[config.mk]
export PLATFORM = sky130hd
export DESIGN_NAME = psrl_ram
export DESIGN_NICKNAME = d
export VERILOG_FILES = /design/src/psrl_ram.sv
export SDC_FILE = /design/constraint.sdc
export NUM_CORES = 1
export LEC_CHECK = 0
export BUFFER_PORTS_ARGS = -buffer_cell sky130_fd_sc_hd__clkbuf_2
export CORE_UTILIZATION = 65
export DETAILED_ROUTE_END_ITERATION = 12
export PLACE_DENSITY = 0.82
export SLEW_MARGIN = 25
export SYNTH_ARGS = -nofsm -noshare
export SYNTH_HDL_FRONTEND = slang
export SYNTH_SLANG_ARGS = --single-unit
[constraint.sdc]
create_clock -name clk -period 3.8 [get_ports clk]
set_input_delay 0.76 -clock clk [delete_from_list [all_inputs] [get_ports clk]]
set_output_delay 0.76 -clock clk [all_outputs]
set_load 0.02 [all_outputs]
[src/psrl_ram.sv]
`timescale 1ns / 1ps
// ----------------------------------------------------------------------------
// psrl_ram
// Generic single-write, single-read RAM with registered read data.
// ----------------------------------------------------------------------------
module psrl_ram #(
  parameter int WIDTH = 8,
  parameter int DEPTH = 16,
  parameter int AW    = (DEPTH > 1) ? $clog2(DEPTH) : 1
) (
  input  logic             clk,
  input  logic             we,
  input  logic [AW-1:0]    waddr,
  input  logic [WIDTH-1:0] wdata,
  input  logic             re,
  input  logic [AW-1:0]    raddr,
  output logic [WIDTH-1:0] rdata
);

  logic [WIDTH-1:0] mem [DEPTH];

  always_ff @(posedge clk) begin
    if (we) begin
      mem[waddr] <= wdata;
    end
    if (re) begin
      rdata <= mem[raddr];
    end
  end

endmodule

# --- Yosys cells after proc, flatten, opt, wreduce, memory -nomap -nowiden ---
# Memories as Yosys holds them, arrays and structs flattened. A register that Yosys moved wholly into a read port is not among the register bits.
# Index checks and enable logic that the tools add are counted.
# W data, S select, Z words.
totals:
  register_bits: 0
  wordCells: 3
  inputBits: 19
  mem_bits_rw: 128
  memories: 1
op_classes:
  n_mux: 2
memory_table:
  columns: ["name", "depth", "word_bits", "rd", "rd_clocked_by_memory_dff", "wr", "line_no", "text"]
  rows:
  - ["mem", 16, 8, 1, 1, 1, "20", "logic [WIDTH-1:0] mem [DEPTH];"]
ops:
  columns: ["operator", "n"]
  rows:
  - ["$mux W1", 2]

# --- Longest topological paths before layout ---
# Gate-level depths: netlist of run 1.
depth:
  depth_word: 2
  mapped_depth: 5

# --- Worst setup path after synthesis of run 1 ---
# OpenSTA, ideal clock, no wires.
synth_path:
  kind: "input -> register"
  startpoint: "input port waddr[2]"
  endpoint: "memory mem[0][0], enable pin"
  setup_ps: 383
  t_arrival_ps: 1870
  path_stages: 2
  setup_slack_ps: 1547
  required_time_ps: 3417
  cell_sequence: "or3b_2 > nor3_1"
synth_rtl:
  columns: ["item", "line_no", "text"]
  rows:
  - ["from (decl)", "13", "input logic [AW-1:0] waddr,"]
  - ["to (decl)", "20", null]
# Straight into the memory's write port.

==> impl_metrics.toml, run 1 <==
[run_status]
status = "finished clean"

[sta]
fin_crit_ps = 2310
setup_viol_count_final = 0
max_slew.worst_pin.slew_ps = 910
slew_headroom = 0.391
hold_violations = 0
rsz0062_at_grt = "no"
skew_ps = 5.62
max_clock_freq_ghz = 0.433
period_share = 0.607
report.final.slew_viol_count = 0
setup_tns_ps = 0

[logic_synthesis]
ys_seq_area_frac = 0.781
synth_xor_area_frac = 0
synth_top_area_cell = "edfxtp_1"
ys_seq_elements = 136
yosysTopAreaCellShare = 0.781
yosys.area_share.adder = 0
synthTopCellsByArea = "edfxtp_1 (78%), mux4_2 (7.8%), mux4_1 (7.0%), a22oi_1 (2.3%), nor2_1 (0.93%)"
synth_edf_count = 136
synthCells = 229
synth_simple_gate_area_frac = 0.0314
synth_nets = 248
synthTopCellsByCount = "edfxtp_1 (136), mux4_2 (18), a22oi_1 (16), mux4_1 (14), nor2_1 (13)"
syn_area_per_cell_sq_um = 22.8
yosys_warnings = 0
ys_async_sr_fraction = 0
yosysUniqueCellTypes = 18
synth-compound-area-share = 0.0230
synth.area.mux_share = 0.148
ys.flop_type = "edfxtp_1"
synth_top_family_by_area = "multiplexers"
synth_most_common_cell = "edfxtp_1"
syn_area_sq_um = 5230

[routing]
drc_errors = 0
via_per_inst = 6.49
drt_pass1_iterations = 5
ant_nets = 0
drtIter0Drc = 234
dr_total_vias = 2500
totalWireLength_microns = 10000
drt-wirelength-per-cell_microns = 26.0

[cells_and_area]
drive_above_1_share = 0.279
antennaDiodeCount = 0
fin_nets = 289
utilization = 0.776
syn_to_final_growth_pct = 15.4
finalNonFillerCells = 385

[job]
cap_violations = 0

[critical_path]
critPathRequiredTime_ps = 4060
crit_type = "in -> reg"
worstSetupStartpointType = "input pin"
crit_family = "buffers and inverters"
crit_chain = "clkbuf_2, buf_4, mux4_2, a22oi_1, nand2_1"
critPathCaptureType = "flop"
critPathSlowestCell = "clkbuf_2"
critPathMaxFanout = 22
cp.arrival_ps = 2570
crit_buf_inv = 2
crit_path_max_incr_delay_ps = 600

[die]
rows = 32
core_sq_um = 7770
dieArea_sq_um = 8410
ios = 27
chipWidth_microns = 91.7
start_util = 0.673
chipHeight_microns = 91.7

[pwr]
ir_drop_uv = 360
p_per_area_nw_per_um2 = 568
leakagePower_nw = 2.02

[hold_path]
hp-class = "in -> reg"

[global_routing]
grt_remaining_overflow = 0
grt_pass1_wl_microns = 14900
grt_pass1_vias = 2505
antenna_found_initial = 0
grtUsageTotal = 0.267
grt_max_degree = 33

[clock_network]
clk_path_buf_depth = 2
cts_tree = "yes"
clkTransAtPathRegs_ps = 60
cts_buffers = 17
clk_latency_ps = 520
cts_sinks = 136
post-cts-setup-buffer-count = 0
htreeDepth = 4
hold_buffers = 0
cts-root-buf = "clkbuf_8"
post_cts_resized = 0

[placement]
dp_cells = 353
gp_congestion = 0.743
place.detailed.hpwl_microns = 6070
numPortBuffers = 26
worst paths after layout:
kind	from	to	slack, ps	depth (start not counted)
max	raddr[0]	rdata[6]	1490	5
min	re	rdata[0]	650	1
max reg2reg	mem[7][6]	rdata[6]	2230	3
min reg2reg	mem[12][0]	rdata[0]	760	3
flip-flops by register name (all words and copies together) (netlist names):
name   count
mem      128
rdata      8
logic make-up (layout without fill, tap and decap cells):
family,after synthesis,count (layout)
DFF,136,136
and+or+nand+nor,35,35
muxes,32,32
AOI/OAI and AO/OA,16,16
buffers and inverters,10,64
final cells by class:
cell class	count	area (sq um)
flip-flops and latches	136	4080
multi-input cells	83	1060
clock inverters	15	160
clock buffers	17	414
well taps	102	128
fillers	419	1740
repair buffers	32	188
per-stage QoR:
stage                     hold WS (ps)  worst slack (ps)  total power [W]  instance area (sq um)
final                              645              1490          0.00343                   6030
after detailed placement           748               938          0.00189                   5460
after CTS                          631              1500          0.00343                   6030
after floorplan                    705              1550          0.00182                   5230
after global placement             730               983          0.00188                   5460
after global routing               650              1400          0.00350                   6030
where the power goes:
part           switching [W]  internal (W)  leakage [nW]  total, W
sequential         0.0000110       0.00169          1.24   0.00170
combinational      0.0000934     0.0000616         0.514  0.000155
clock               0.000582      0.000986         0.273   0.00157
per-layer routing:
layer  part of all wire  GRT usage  vias to the layer above  wire length [microns]
met1               0.39      0.358                     1272                   3920
met4              0.027      0.135                        0                    272
li1                   -          -                     1070                      -
met2               0.51      0.424                      133                   5130
met3              0.069     0.0556                       25                    695
met5                  0          0                        -                      0
layout by cell type (no fill, tap or decap), types with 4 or more instances in the layout:
master / count
nor2_1: 13
mux4_1: 14
a22oi_1: 16
clkbuf_16: 16
nor3_1: 4
clkbuf_2: 26
nand2_1: 9
mux4_2: 18
clkinv_1: 4
edfxtp_1: 136
buf_4: 5
(Power assumes the default switching activity.)
==> run 2: changes to the inputs <==
--- a/config.mk
+++ b/config.mk
@@ -6,9 +6,9 @@
 export NUM_CORES = 1
 export LEC_CHECK = 0
 export BUFFER_PORTS_ARGS = -buffer_cell sky130_fd_sc_hd__clkbuf_2
-export CORE_UTILIZATION = 65
+export CORE_UTILIZATION = 54
 export DETAILED_ROUTE_END_ITERATION = 12
-export PLACE_DENSITY = 0.82
+export PLACE_DENSITY = 0.72
 export SLEW_MARGIN = 25
 export SYNTH_ARGS = -nofsm -noshare
 export SYNTH_HDL_FRONTEND = slang
==> constraint.sdc (replaced) <==
create_clock -name clk -period 2 [get_ports clk]
set_input_delay 0.4 -clock clk [delete_from_list [all_inputs] [get_ports clk]]
set_output_delay 0.4 -clock clk [all_outputs]
set_load 0.02 [all_outputs]
==> impl_metrics.toml, run 2 (synthesis gave the netlist of run 1 again) <==
[cells_and_area]
fillers = 593
drive_above_1_share = 0.299
antennaDiodeCount = 0
multi_input_area_sq_um = 1060
utilization = 0.658
fin_nets = 307
ff_latch_area_sq_um = 4080
mostFrequentLayoutCells = "edfxtp_1 (136), clkbuf_2 (26), buf_4 (21), mux4_2 (18)"
largest_reg_flops = 128
layout_commonest_cell = "edfxtp_1"
regMostFlops = "mem"
finalNonFillerCells = 427
largest_registers = "mem (128), rdata (8)"
syn_to_final_growth_pct = 17.5

[hold_path]
min_to = "rdata[0]"
hp-class = "in -> reg"
min_from = "re"
holdPathStages = 1

[clock_network]
cts-root-buf = "clkbuf_8"
cts_buffers = 17
post_cts_resized = 0
clkTransAtPathRegs_ps = 60
cts_tree = "yes"
post-cts-setup-buffer-count = 0
hold_buffers = 0
cts_sinks = 136
clk_path_buf_depth = 2
htreeDepth = 4
clk_latency_ps = 510

[sta]
max_clock_freq_ghz = 0.616
max_slew.worst_pin.slew_ps = 373
skew_ps = 4.74
period_share = 0.811
slew_headroom = 0.752
report.final.slew_viol_count = 0
fin_crit_ps = 1620
setup_tns_ps = 0
holdWs_ps = 301
setup_viol_count_final = 0
hold_violations = 0
rsz0062_at_grt = "no"

[routing]
ant_nets = 0
drtIter0Drc = 197
dr_total_vias = 2490
via_per_inst = 5.83
drt_pass1_iterations = 4
drt-wirelength-per-cell_microns = 23.7
totalWireLength_microns = 10100
drc_errors = 0

[global_routing]
antenna_found_initial = 0
grtUsageTotal = 0.228
grt_max_degree = 33
grt_pass1_wl_microns = 15200
grt_pass1_vias = 2498
grt_remaining_overflow = 0

[critical_path]
crit_type = "reg -> reg"
rr_worst_depth = 3
critPathMaxFanout = 1
critPathRequiredTime_ps = 2260
r2r_setup_slack_ps = 380
reg2reg_from = "mem[9][4]"
crit_family = "multiplexers"
critPathSlowestCell = "mux4_1"
cp.arrival_ps = 1880
worstSetupStartpointType = "flop"
crit_path_max_incr_delay_ps = 640
crit_buf_inv = 0
timing.rr.end = "rdata[4]"
critPathCaptureType = "flop"
crit_chain = "mux4_1, a22oi_1, nand2_1"

[pwr]
leakagePower_nw = 2.09
ir_drop_uv = 504
p_per_area_nw_per_um2 = 1000

[job]
cap_violations = 0

[die]
core_sq_um = 9330
dieArea_sq_um = 10100
chipHeight_microns = 100
ios = 27
chipWidth_microns = 100
rows = 35
start_util = 0.560

[placement]
numPortBuffers = 26
gp_congestion = 0.763
place.detailed.hpwl_microns = 5980
dp_cells = 398

[run_status]
status = "finished clean"
run 2: changes by cell type in the layout (fill, tap and decap cells not counted), moves of 2 or more:
| cell | delta |
|---|---|
| buf_12 | +2 |
| buf_4 | +16 |
| bufinv_16 | -2 |
| clkbuf_1 | +6 |
| clkinv_2 | -2 |
| clkinv_4 | -2 |
| clkinvlp_4 | -2 |
run 2: final cells by class:
cell class	count	area share
clock inverters	6	0.00876
flip-flops and latches	136	0.665
multi-input cells	83	0.172
clock buffers	23	0.0711
well taps	129	0.0263
repair buffers	50	0.0566
run 2: how the worst max path moves through the flow:
stage                      endpoint  depth (start not counted)  startpoint
after global routing       rdata[4]                          3   mem[9][4]
after floorplan           mem[0][0]                          2    waddr[2]
after detailed placement   rdata[0]                          5    raddr[0]
after global placement     rdata[0]                          5    raddr[0]
final                      rdata[4]                          3   mem[9][4]
after CTS                  rdata[4]                          3   mem[8][4]
run 2: stage by stage:
step	cell area [sq um]	power, W	setup slack (ps)
floorplan	5230	0.00346	107
global placement	5650	0.00360	-19.1
detailed placement	5650	0.00361	-22.8
CTS	6140	0.00620	413
global route	6140	0.00636	339
finish	6140	0.00614	378
run 2: where the power goes:
group | leakage [nW] | switching, W | internal, W | total [W]
clock | 0.234 | 0.000981 | 0.00161 | 0.00259
sequential | 1.24 | 0.0000169 | 0.00322 | 0.00323
combinational | 0.617 | 0.000190 | 0.000134 | 0.000324
total | 2.09 | 0.00119 | 0.00496 | 0.00614
run 2: metal layers:
| metal | up-vias | global-route usage | part of all wire |
|---|---|---|---|
| li1 | 1098 | - | - |
| met1 | 1276 | 0.323 | 0.42 |
| met2 | 101 | 0.337 | 0.49 |
| met3 | 15 | 0.0731 | 0.078 |
| met4 | 0 | 0.0814 | 0.018 |
| met5 | - | 0 | 0 |
