$ cat config.mk
export PLATFORM = sky130hd
export DESIGN_NAME = psrl_core
export DESIGN_NICKNAME = d
export VERILOG_FILES = /design/src/psrl_pkg.sv /design/src/psrl_core.sv
export SDC_FILE = /design/constraint.sdc
export NUM_CORES = 1
export LEC_CHECK = 0
export BUFFER_PORTS_ARGS = -buffer_cell sky130_fd_sc_hd__buf_2
export CORE_MARGIN = 2
export CORE_UTILIZATION = 35
export DETAILED_ROUTE_END_ITERATION = 10
export PLACE_DENSITY = 0.64
export SYNTH_ARGS = -nofsm -noshare
export SYNTH_HDL_FRONTEND = slang
export SYNTH_SLANG_ARGS = --single-unit
$ cat constraint.sdc
create_clock -name clk -period 4.17 [get_ports clk]
set_input_delay 0.2085 -clock clk [delete_from_list [all_inputs] [get_ports clk]]
set_output_delay 0.2085 -clock clk [all_outputs]
set_load 0.02 [all_outputs]
$ cat src/psrl_pkg.sv
`timescale 1ns / 1ps
// ----------------------------------------------------------------------------
// psrl_pkg
// Shared constants, types and codes for the per-source hourly rate limiter.
// ----------------------------------------------------------------------------
package psrl_pkg;

  localparam int TABLE_ENTRIES = 1024;
  localparam int IDX_W = (TABLE_ENTRIES > 1) ? $clog2(TABLE_ENTRIES) : 1;
  localparam int CNT_W = $clog2(TABLE_ENTRIES + 1);

  localparam int KEY_W   = 32;
  localparam int HOUR_W  = 5;
  localparam int COUNT_W = 16;

  typedef enum logic [1:0] {
    STATUS_ALLOWED = 2'd0,
    STATUS_LIMIT   = 2'd1,
    STATUS_FULL    = 2'd2
  } psrl_status_t;

  typedef enum logic [1:0] {
    ST_IDLE,
    ST_SCAN,
    ST_UPDATE,
    ST_EMIT
  } psrl_state_t;

  typedef struct packed {
    logic [KEY_W-1:0]   key;
    logic [HOUR_W-1:0]  hour;
    logic [COUNT_W-1:0] count;
  } psrl_entry_t;

  localparam int ENTRY_W = $bits(psrl_entry_t);

  typedef struct packed {
    logic              we;
    logic [IDX_W-1:0]  waddr;
    psrl_entry_t       wdata;
    logic              re;
    logic [IDX_W-1:0]  raddr;
  } psrl_ram_req_t;

  typedef struct packed {
    logic              valid;
    logic              allowed;
    psrl_status_t      status;
  } psrl_result_t;

endpackage

$ cat src/psrl_core.sv
`timescale 1ns / 1ps
// ----------------------------------------------------------------------------
// psrl_core
// Sequencer that scans the record table one slot a cycle through a shared key
// comparator, updates or inserts (room permitting) the record, forms the result.
// ----------------------------------------------------------------------------
module psrl_core import psrl_pkg::*; (
  input  logic                clk,
  input  logic                rst,
  input  logic                req_valid,
  output logic                req_ready,
  input  logic [KEY_W-1:0]    req_key,
  input  logic [HOUR_W-1:0]   req_hour,
  input  logic [COUNT_W-1:0]  req_limit,
  output psrl_ram_req_t       ram_req,
  input  logic [ENTRY_W-1:0]  ram_rdata,
  input  logic                out_free,
  output psrl_result_t        result
);

  psrl_state_t state, state_next;

  logic [KEY_W-1:0]   key;
  logic [HOUR_W-1:0]  hour;
  logic [COUNT_W-1:0] limit;
  logic [CNT_W-1:0]   fill;
  logic [CNT_W-1:0]   scan_idx;
  logic               chk_valid;
  logic [IDX_W-1:0]   chk_idx;
  logic [IDX_W-1:0]   hit_idx;
  logic [HOUR_W-1:0]  ent_hour;
  logic [COUNT_W-1:0] ent_count;
  logic               res_allowed;
  psrl_status_t       res_status;

  psrl_entry_t        rd_ent;
  logic               accept;
  logic               issue;
  logic               match;
  logic               scan_done;
  logic               table_full;
  logic [COUNT_W-1:0] base_count;
  logic               under_limit;
  logic [COUNT_W-1:0] new_count;

  assign rd_ent     = psrl_entry_t'(ram_rdata);
  assign accept     = req_valid && req_ready;
  assign issue      = (state == ST_SCAN) && (scan_idx < fill);
  // one compare per cycle against the word read in the previous cycle
  assign match      = chk_valid && (rd_ent.key == key);
  assign scan_done  = !chk_valid && (scan_idx == fill);
  assign table_full = (fill == CNT_W'(TABLE_ENTRIES));

  // new hour opens a fresh window
  assign base_count  = (ent_hour != hour) ? '0 : ent_count;
  assign under_limit = base_count < limit;
  assign new_count   = under_limit ? base_count + COUNT_W'(1) : base_count;

  always_comb begin
    state_next = state;
    case (state)
      ST_IDLE: begin
        if (accept) state_next = ST_SCAN;
      end
      ST_SCAN: begin
        if (match) begin
          state_next = ST_UPDATE;
        end else if (scan_done) begin
          state_next = table_full ? ST_EMIT : ST_UPDATE;
        end
      end
      ST_UPDATE: state_next = ST_EMIT;
      ST_EMIT: begin
        if (out_free) state_next = ST_IDLE;
      end
      default: state_next = ST_IDLE;
    endcase
  end

  always_comb begin
    req_ready          = (state == ST_IDLE);
    ram_req.re         = issue;
    ram_req.raddr      = scan_idx[IDX_W-1:0];
    ram_req.we         = (state == ST_UPDATE);
    ram_req.waddr      = hit_idx;
    ram_req.wdata.key  = key;
    ram_req.wdata.hour = hour;
    ram_req.wdata.count = new_count;
    result.valid       = (state == ST_EMIT) && out_free;
    result.allowed     = res_allowed;
    result.status      = res_status;
  end

  always_ff @(posedge clk) begin
    if (rst) begin
      state     <= ST_IDLE;
      fill      <= '0;
      chk_valid <= 1'b0;
    end else begin
      state <= state_next;
      if (state == ST_SCAN) begin
        chk_valid <= issue;
      end else begin
        chk_valid <= 1'b0;
      end
      if (state == ST_SCAN && !match && scan_done && !table_full) begin
        fill <= fill + CNT_W'(1);
      end
    end
  end

  always_ff @(posedge clk) begin
    if (accept) begin
      key      <= req_key;
      hour     <= req_hour;
      limit    <= req_limit;
      scan_idx <= '0;
    end else if (issue) begin
      scan_idx <= scan_idx + CNT_W'(1);
    end
    if (issue) begin
      chk_idx <= scan_idx[IDX_W-1:0];
    end
    if (state == ST_SCAN) begin
      if (match) begin
        hit_idx   <= chk_idx;
        ent_hour  <= rd_ent.hour;
        ent_count <= rd_ent.count;
      end else if (scan_done) begin
        // new record goes to the lowest free slot
        hit_idx     <= fill[IDX_W-1:0];
        ent_hour    <= '0;
        ent_count   <= '0;
        res_allowed <= 1'b0;
        res_status  <= STATUS_FULL;
      end
    end
    if (state == ST_UPDATE) begin
      res_allowed <= under_limit;
      res_status  <= under_limit ? STATUS_ALLOWED : STATUS_LIMIT;
    end
  end

endmodule

# [Word level (Yosys, flattened, before mapping)]
# Index checks and enable logic that the tools add are counted.
# Widths: inputs -> output; s select.
[totals] latchBits=0 in_bits=110 word_cells=72 output_inout_bits=80 romBits=0 ff_bits=122 ramBits=0 mem_count=0
[classes] n_reduce_logical=19 n_addsub=3 shifts=0 div=0 n_lt_le_gt_ge=2 bitwise=1 n_mux=23 n_eq_ne=11 mul=0
[op_table] cell="$mux 16" n=4
[op_table] cell="$eq 32x32->1" n=1
[op_table] cell="$add 11x1->11 const B" n=2
[op_table] cell="$mux 10" n=2
[op_table] cell="$add 16x1->16 const B" n=1
[op_table] cell="$lt 16x16->1" n=1
[op_table] cell="$mux 2" n=8
[op_table] cell="$eq 11x11->1" n=1
[op_table] cell="$eq 11x11->1 const B" n=1
[op_table] cell="$lt 11x11->1" n=1
[op_table] cell="$mux 5" n=2
[op_table] cell="$logic_and 1x1->1" n=8
[op_table] cell="$pmux 2 s4" n=1
[op_table] cell="$mux 1" n=6
[op_table] cell="$reduce_and 3->1" n=2
[op_table] cell="$reduce_bool 2->1" n=3
[op_table] cell="$ne 5x5->1" n=1
[op_table] cell="$eq 2x2->1 const B" n=2
[op_table] cell="$ne 2x2->1 const B" n=2
[op_table] cell="$logic_not 1->1" n=3
[op_table] cell="$ne 3x3->1 const B" n=1
[op_table] cell="$eq 2x1->1 const B" n=1
[op_table] cell="$logic_not 2->1" n=1
[op_table] cell="$ne 2x1->1 const B" n=1
[op_table] cell="3 further kinds" n=3

# [Logic depth before layout (Yosys ltp)]
[logic_depth] ltp_word=6 mapped_depth=15 mapped_depth_nobuf=13

# [Worst setup path after synthesis]
# Ideal clock, no wire load.
[synth_path] path_kind="register to output" start="register hour[0]" end="output ram_req[23] (netlist name)" path_stages_with_launch=15 n_path_buf=3 t_arrival_ns=3.463 required_ns=3.962 slack_ns=0.499 path_cell_list="edfxtp_1 -> xor2_1 -> nor3_2 -> buf_2 -> clkbuf_1 -> and3_1 -> ha_1 -> nor2b_1 -> nor4b_1 -> a21bo_2 -> a211oi_1 -> or3_4 -> buf_6 -> nor4_1 -> xor2_1"
[synth_rtl] element="start: declaration" line_no="psrl_core.sv:24" source="logic [HOUR_W-1:0] hour;"
[synth_rtl] element="start signal: assignment" line_no="psrl_core.sv:115" source="hour <= req_hour;"
[synth_rtl] element="end: declaration" line_no="psrl_core.sv:15" source="output psrl_ram_req_t ram_req,"

==> flow_metrics.py <==
metrics = {
    "status": {
        "outcome": "complete, no violations",
    },
    "clocking": {
        "cts_tree": "built",
        "cts_buffers": 17,
        "cts.sinks": 122,
        "clkTransAtPathRegs_ns": 0.05,
        "cts.path.max_buffers": 2,
        "worstSkewPairLatency_ns": 0.41,
        "clock_tree.root_cell": "clkbuf_16",
        "h-tree-depth": 4,
    },
    "logic_synthesis": {
        "synth_edf_count": 97,
        "ys_seq_elements": 122,
        "synth_top_area_share_pct": 48.2,
        "yosysMostFrequentCell": "edfxtp_1",
        "synth_nets": 659,
        "ys_seq_area_share_pct": 56.5,
        "ys.flop_type": "edfxtp_1",
        "yosys.area.top_type": "edfxtp_1",
        "synthDistinctLibCells": 41,
        "syn_avg_cell_area_um2": 11.7,
        "syn-cell-area_mm2": 0.00604,
        "synth_area_leaders": "edfxtp_1 48%, dfxtp_1 8.3%, ha_1 6.8%, xor2_1 6.7%, and2_1 3.1%",
        "synthArstFlopShare_pct": 0,
        "synth.top_cells.by_count": "97 x edfxtp_1, 46 x xor2_1, 36 x inv_1",
        "synth_warnings": 0,
        "post_synth_inst_count": 516,
    },
    "sta": {
        "finalHoldViolCount": 0,
        "max_freq_mhz": 249,
        "skew_ns": 0.00977,
        "fin_crit_ns": 4.02,
        "max_slew_margin_pct": 40.3,
        "maxSlewViolCount": 0,
        "final-setup-viol-count": 0,
        "rsz0062_at_grt": "true",
        "finalSetupTns_ns": 0,
        "fin_ws_ns": 0.151,
        "tightest_slew_ns": 0.894,
        "post-route-period-util_pct": 96.4,
    },
    "detailed_routing": {
        "wl_per_cell_um": 15.6,
        "via_count": 4708,
        "routed_wl_um": 15600,
        "drt_pass1_iterations": 4,
        "drt-initial-drc-count": 253,
        "ant_nets": 0,
        "vias_per_cell": 4.72,
        "drc": 0,
    },
    "pwr": {
        "power_switching_share_pct": 32.4,
        "p_comb_share_pct": 26.0,
        "vdd_ir_drop_max_v": 0.000318,
        "power_uw": 4460,
        "p_leak_uw": 0.00362,
        "pwr-share-seq_pct": 40.8,
        "power.switching_uw": 1450,
        "pwr-share-clk_pct": 33.1,
        "p_int_uw": 3010,
        "power_density_mw_per_mm2": 535,
    },
    "worst_setup_path": {
        "crit_path_start_kind": "flip-flop",
        "reg2reg_slack_ns": 0.87,
        "cp_slowest_cell": "edfxtp_1",
        "r2r-start": "hour[2]",
        "slowest_delay_ns": 0.43,
        "r2r_end": "res_allowed",
        "worstSetupPathType": "reg -> out",
        "ff2ff_path_depth": 14,
        "critPathCaptureType": "output port",
        "required_ns": 3.96,
        "worst-endpoint-arrival_ns": 3.81,
        "crit_path_max_fanout": 16,
        "crit_chain": "xor2_2 -> nor2_1 -> buf_4 -> and2_1 -> nand2_1 -> inv_1 -> ha_1 -> nand4_1 -> nor4b_1 -> a21bo_2 -> a211oi_1 -> or3_4 -> nor3_1 -> mux2_2 -> buf_2",
        "critPathBufInv": 3,
        "cp_top_family": "simple AND/OR/NAND/NOR gates",
    },
    "final_layout": {
        "post-route-util_pct": 48.8,
        "layout-drive-gt1-share_pct": 31.6,
        "fill_cells": 1573,
        "antenna_cells": 0,
        "multi_input_area_mm2": 0.00238,
        "design_area_mm2": 0.00833,
        "area_delta_synth_final_pct": 37.9,
        "fin_nets": 902,
        "seq_area_mm2": 0.00341,
    },
    "place": {
        "globalplace.congestion": 0.968,
        "port_buffers": 189,
        "hpwl_um": 11400,
        "dp_slack_ns": 0.631,
        "place_area_mm2": 0.00718,
    },
    "die": {
        "io_pins": 190,
        "core_area_mm2": 0.0171,
        "die_h_um": 135,
        "die_area_mm2": 0.0183,
        "row_count": 48,
        "chipWidth_um": 135,
        "initial_core_util_pct": 35.4,
    },
    "hold_path": {
        "min_path_type": "in -> reg",
        "hold_depth": 2,
        "hp-start": "ram_rdata[19]",
        "min_to": "ent_hour[3]",
    },
    "run": {
        "maxCapViolCount": 0,
    },
    "global_route": {
        "grt_first_pass_wirelength_um": 24000,
        "grt_util_all_layers_pct": 17.1,
        "grt_max_degree": 44,
        "overflow": 0,
        "antenna_found_initial": 0,
        "grt_pass1_vias": 4731,
    },
}
-- worst max-delay path by stage --
stage / start / endpoint / slack, ns / cells past startpoint
6_report: hour[2] / ram_req[17] / 0.15 / 15
5_1_grt: hour[0] / ram_req[14] / -0.11 / 14
4_1_cts: hour[2] / ram_req[12] / 0.19 / 14
3_5_place_dp: hour[2] / ram_req[12] / 0.63 / 14
3_3_place_gp: hour[0] / ram_req[23] / 0.69 / 15
2_1_floorplan: hour[0] / ram_req[23] / 0.50 / 14
-- through the flow --
stage                     hold slack (ns)  cells
after floorplan                     0.278    516
after global placement              0.386    911
after detailed placement            0.387    911
after CTS                          0.0573    996
after global routing               0.0635    997
final                              0.0794    997
-- per-layer routing --
layer	track usage [%]	vias up	part of all wire [%]
met1	21.0	2207	43
met4	6.48	0	2.3
met5	0	-	0
met2	29.2	173	49
met3	4.19	26	5.4
li1	-	2302	-
-- power by group through the flow --
| stage | clock [µW] | combinational (µW) | sequential, µW |
|---|---|---|---|
| floorplan | 0 | 586 | 1970 |
| global placement | 0 | 1120 | 1840 |
| detailed placement | 0 | 1130 | 1840 |
| CTS | 1510 | 1170 | 1820 |
| global route | 1560 | 1280 | 1850 |
| finish | 1480 | 1160 | 1820 |
-- cell families (layout without fill, tap and decap cells) --
logic type | Yosys count | after routing | share of synthesized area, %
buffers and inverters | 60 | 316 | 4.62
and+or+nand+nor | 184 | 184 | 16.6
xor gates and xnor gates | 67 | 67 | 9.97
DFF | 122 | 122 | 56.5
AOI/OAI and AO/OA | 44 | 44 | 4.35
adders and majority gates | 33 | 33 | 6.84
muxes | 6 | 6 | 1.06
-- cell usage in the layout, fill, tap and decap left out, types with 11 or more instances in the layout --
| cell type | netlist | routed |
|---|---|---|
| buf_2 | 1 | 189 |
| edfxtp_1 | 97 | 97 |
| dlygate4sd3_1 | 0 | 53 |
| xor2_1 | 46 | 46 |
| inv_1 | 36 | 36 |
| nor2_1 | 35 | 34 |
| ha_1 | 33 | 33 |
| and2_1 | 30 | 29 |
| nand2_1 | 27 | 27 |
| dfxtp_1 | 25 | 25 |
| nand4_1 | 19 | 19 |
| and3_1 | 19 | 19 |
| xnor2_1 | 19 | 19 |
| nand3_1 | 17 | 17 |
| o21ai_0 | 17 | 17 |
| clkbuf_16 | 0 | 17 |
| a21oi_1 | 14 | 14 |
| nor4_1 | 13 | 11 |
-- sequential cells by signal, indices dropped and copies added, names as in the netlist --
register     cells
key             32
fill            11
res_status       2
scan_idx        11
limit           16
state            2
chk_valid        1
res_allowed      1
ent_hour         5
hour             5
ent_count       16
hit_idx         10
chk_idx         10
-- repair_timing --
action	in CTS	in global routing
hold buffers	53	0
hold endpoints to repair	53	0
setup buffers	0	1
gates resized for setup	0	2
endpoints found under the setup margin	0	13
-- area by class of cell --
class | count | share of cell area [%]
timing repair buffer | 248 | 18.3
clock inverter | 13 | 1.83
clock buffer | 19 | 5.32
tap | 225 | 3.38
multi-input combinational | 334 | 28.6
sequential | 122 | 41.0
inverter | 36 | 1.62
Note: power is estimated with default switching activity, not from simulation.
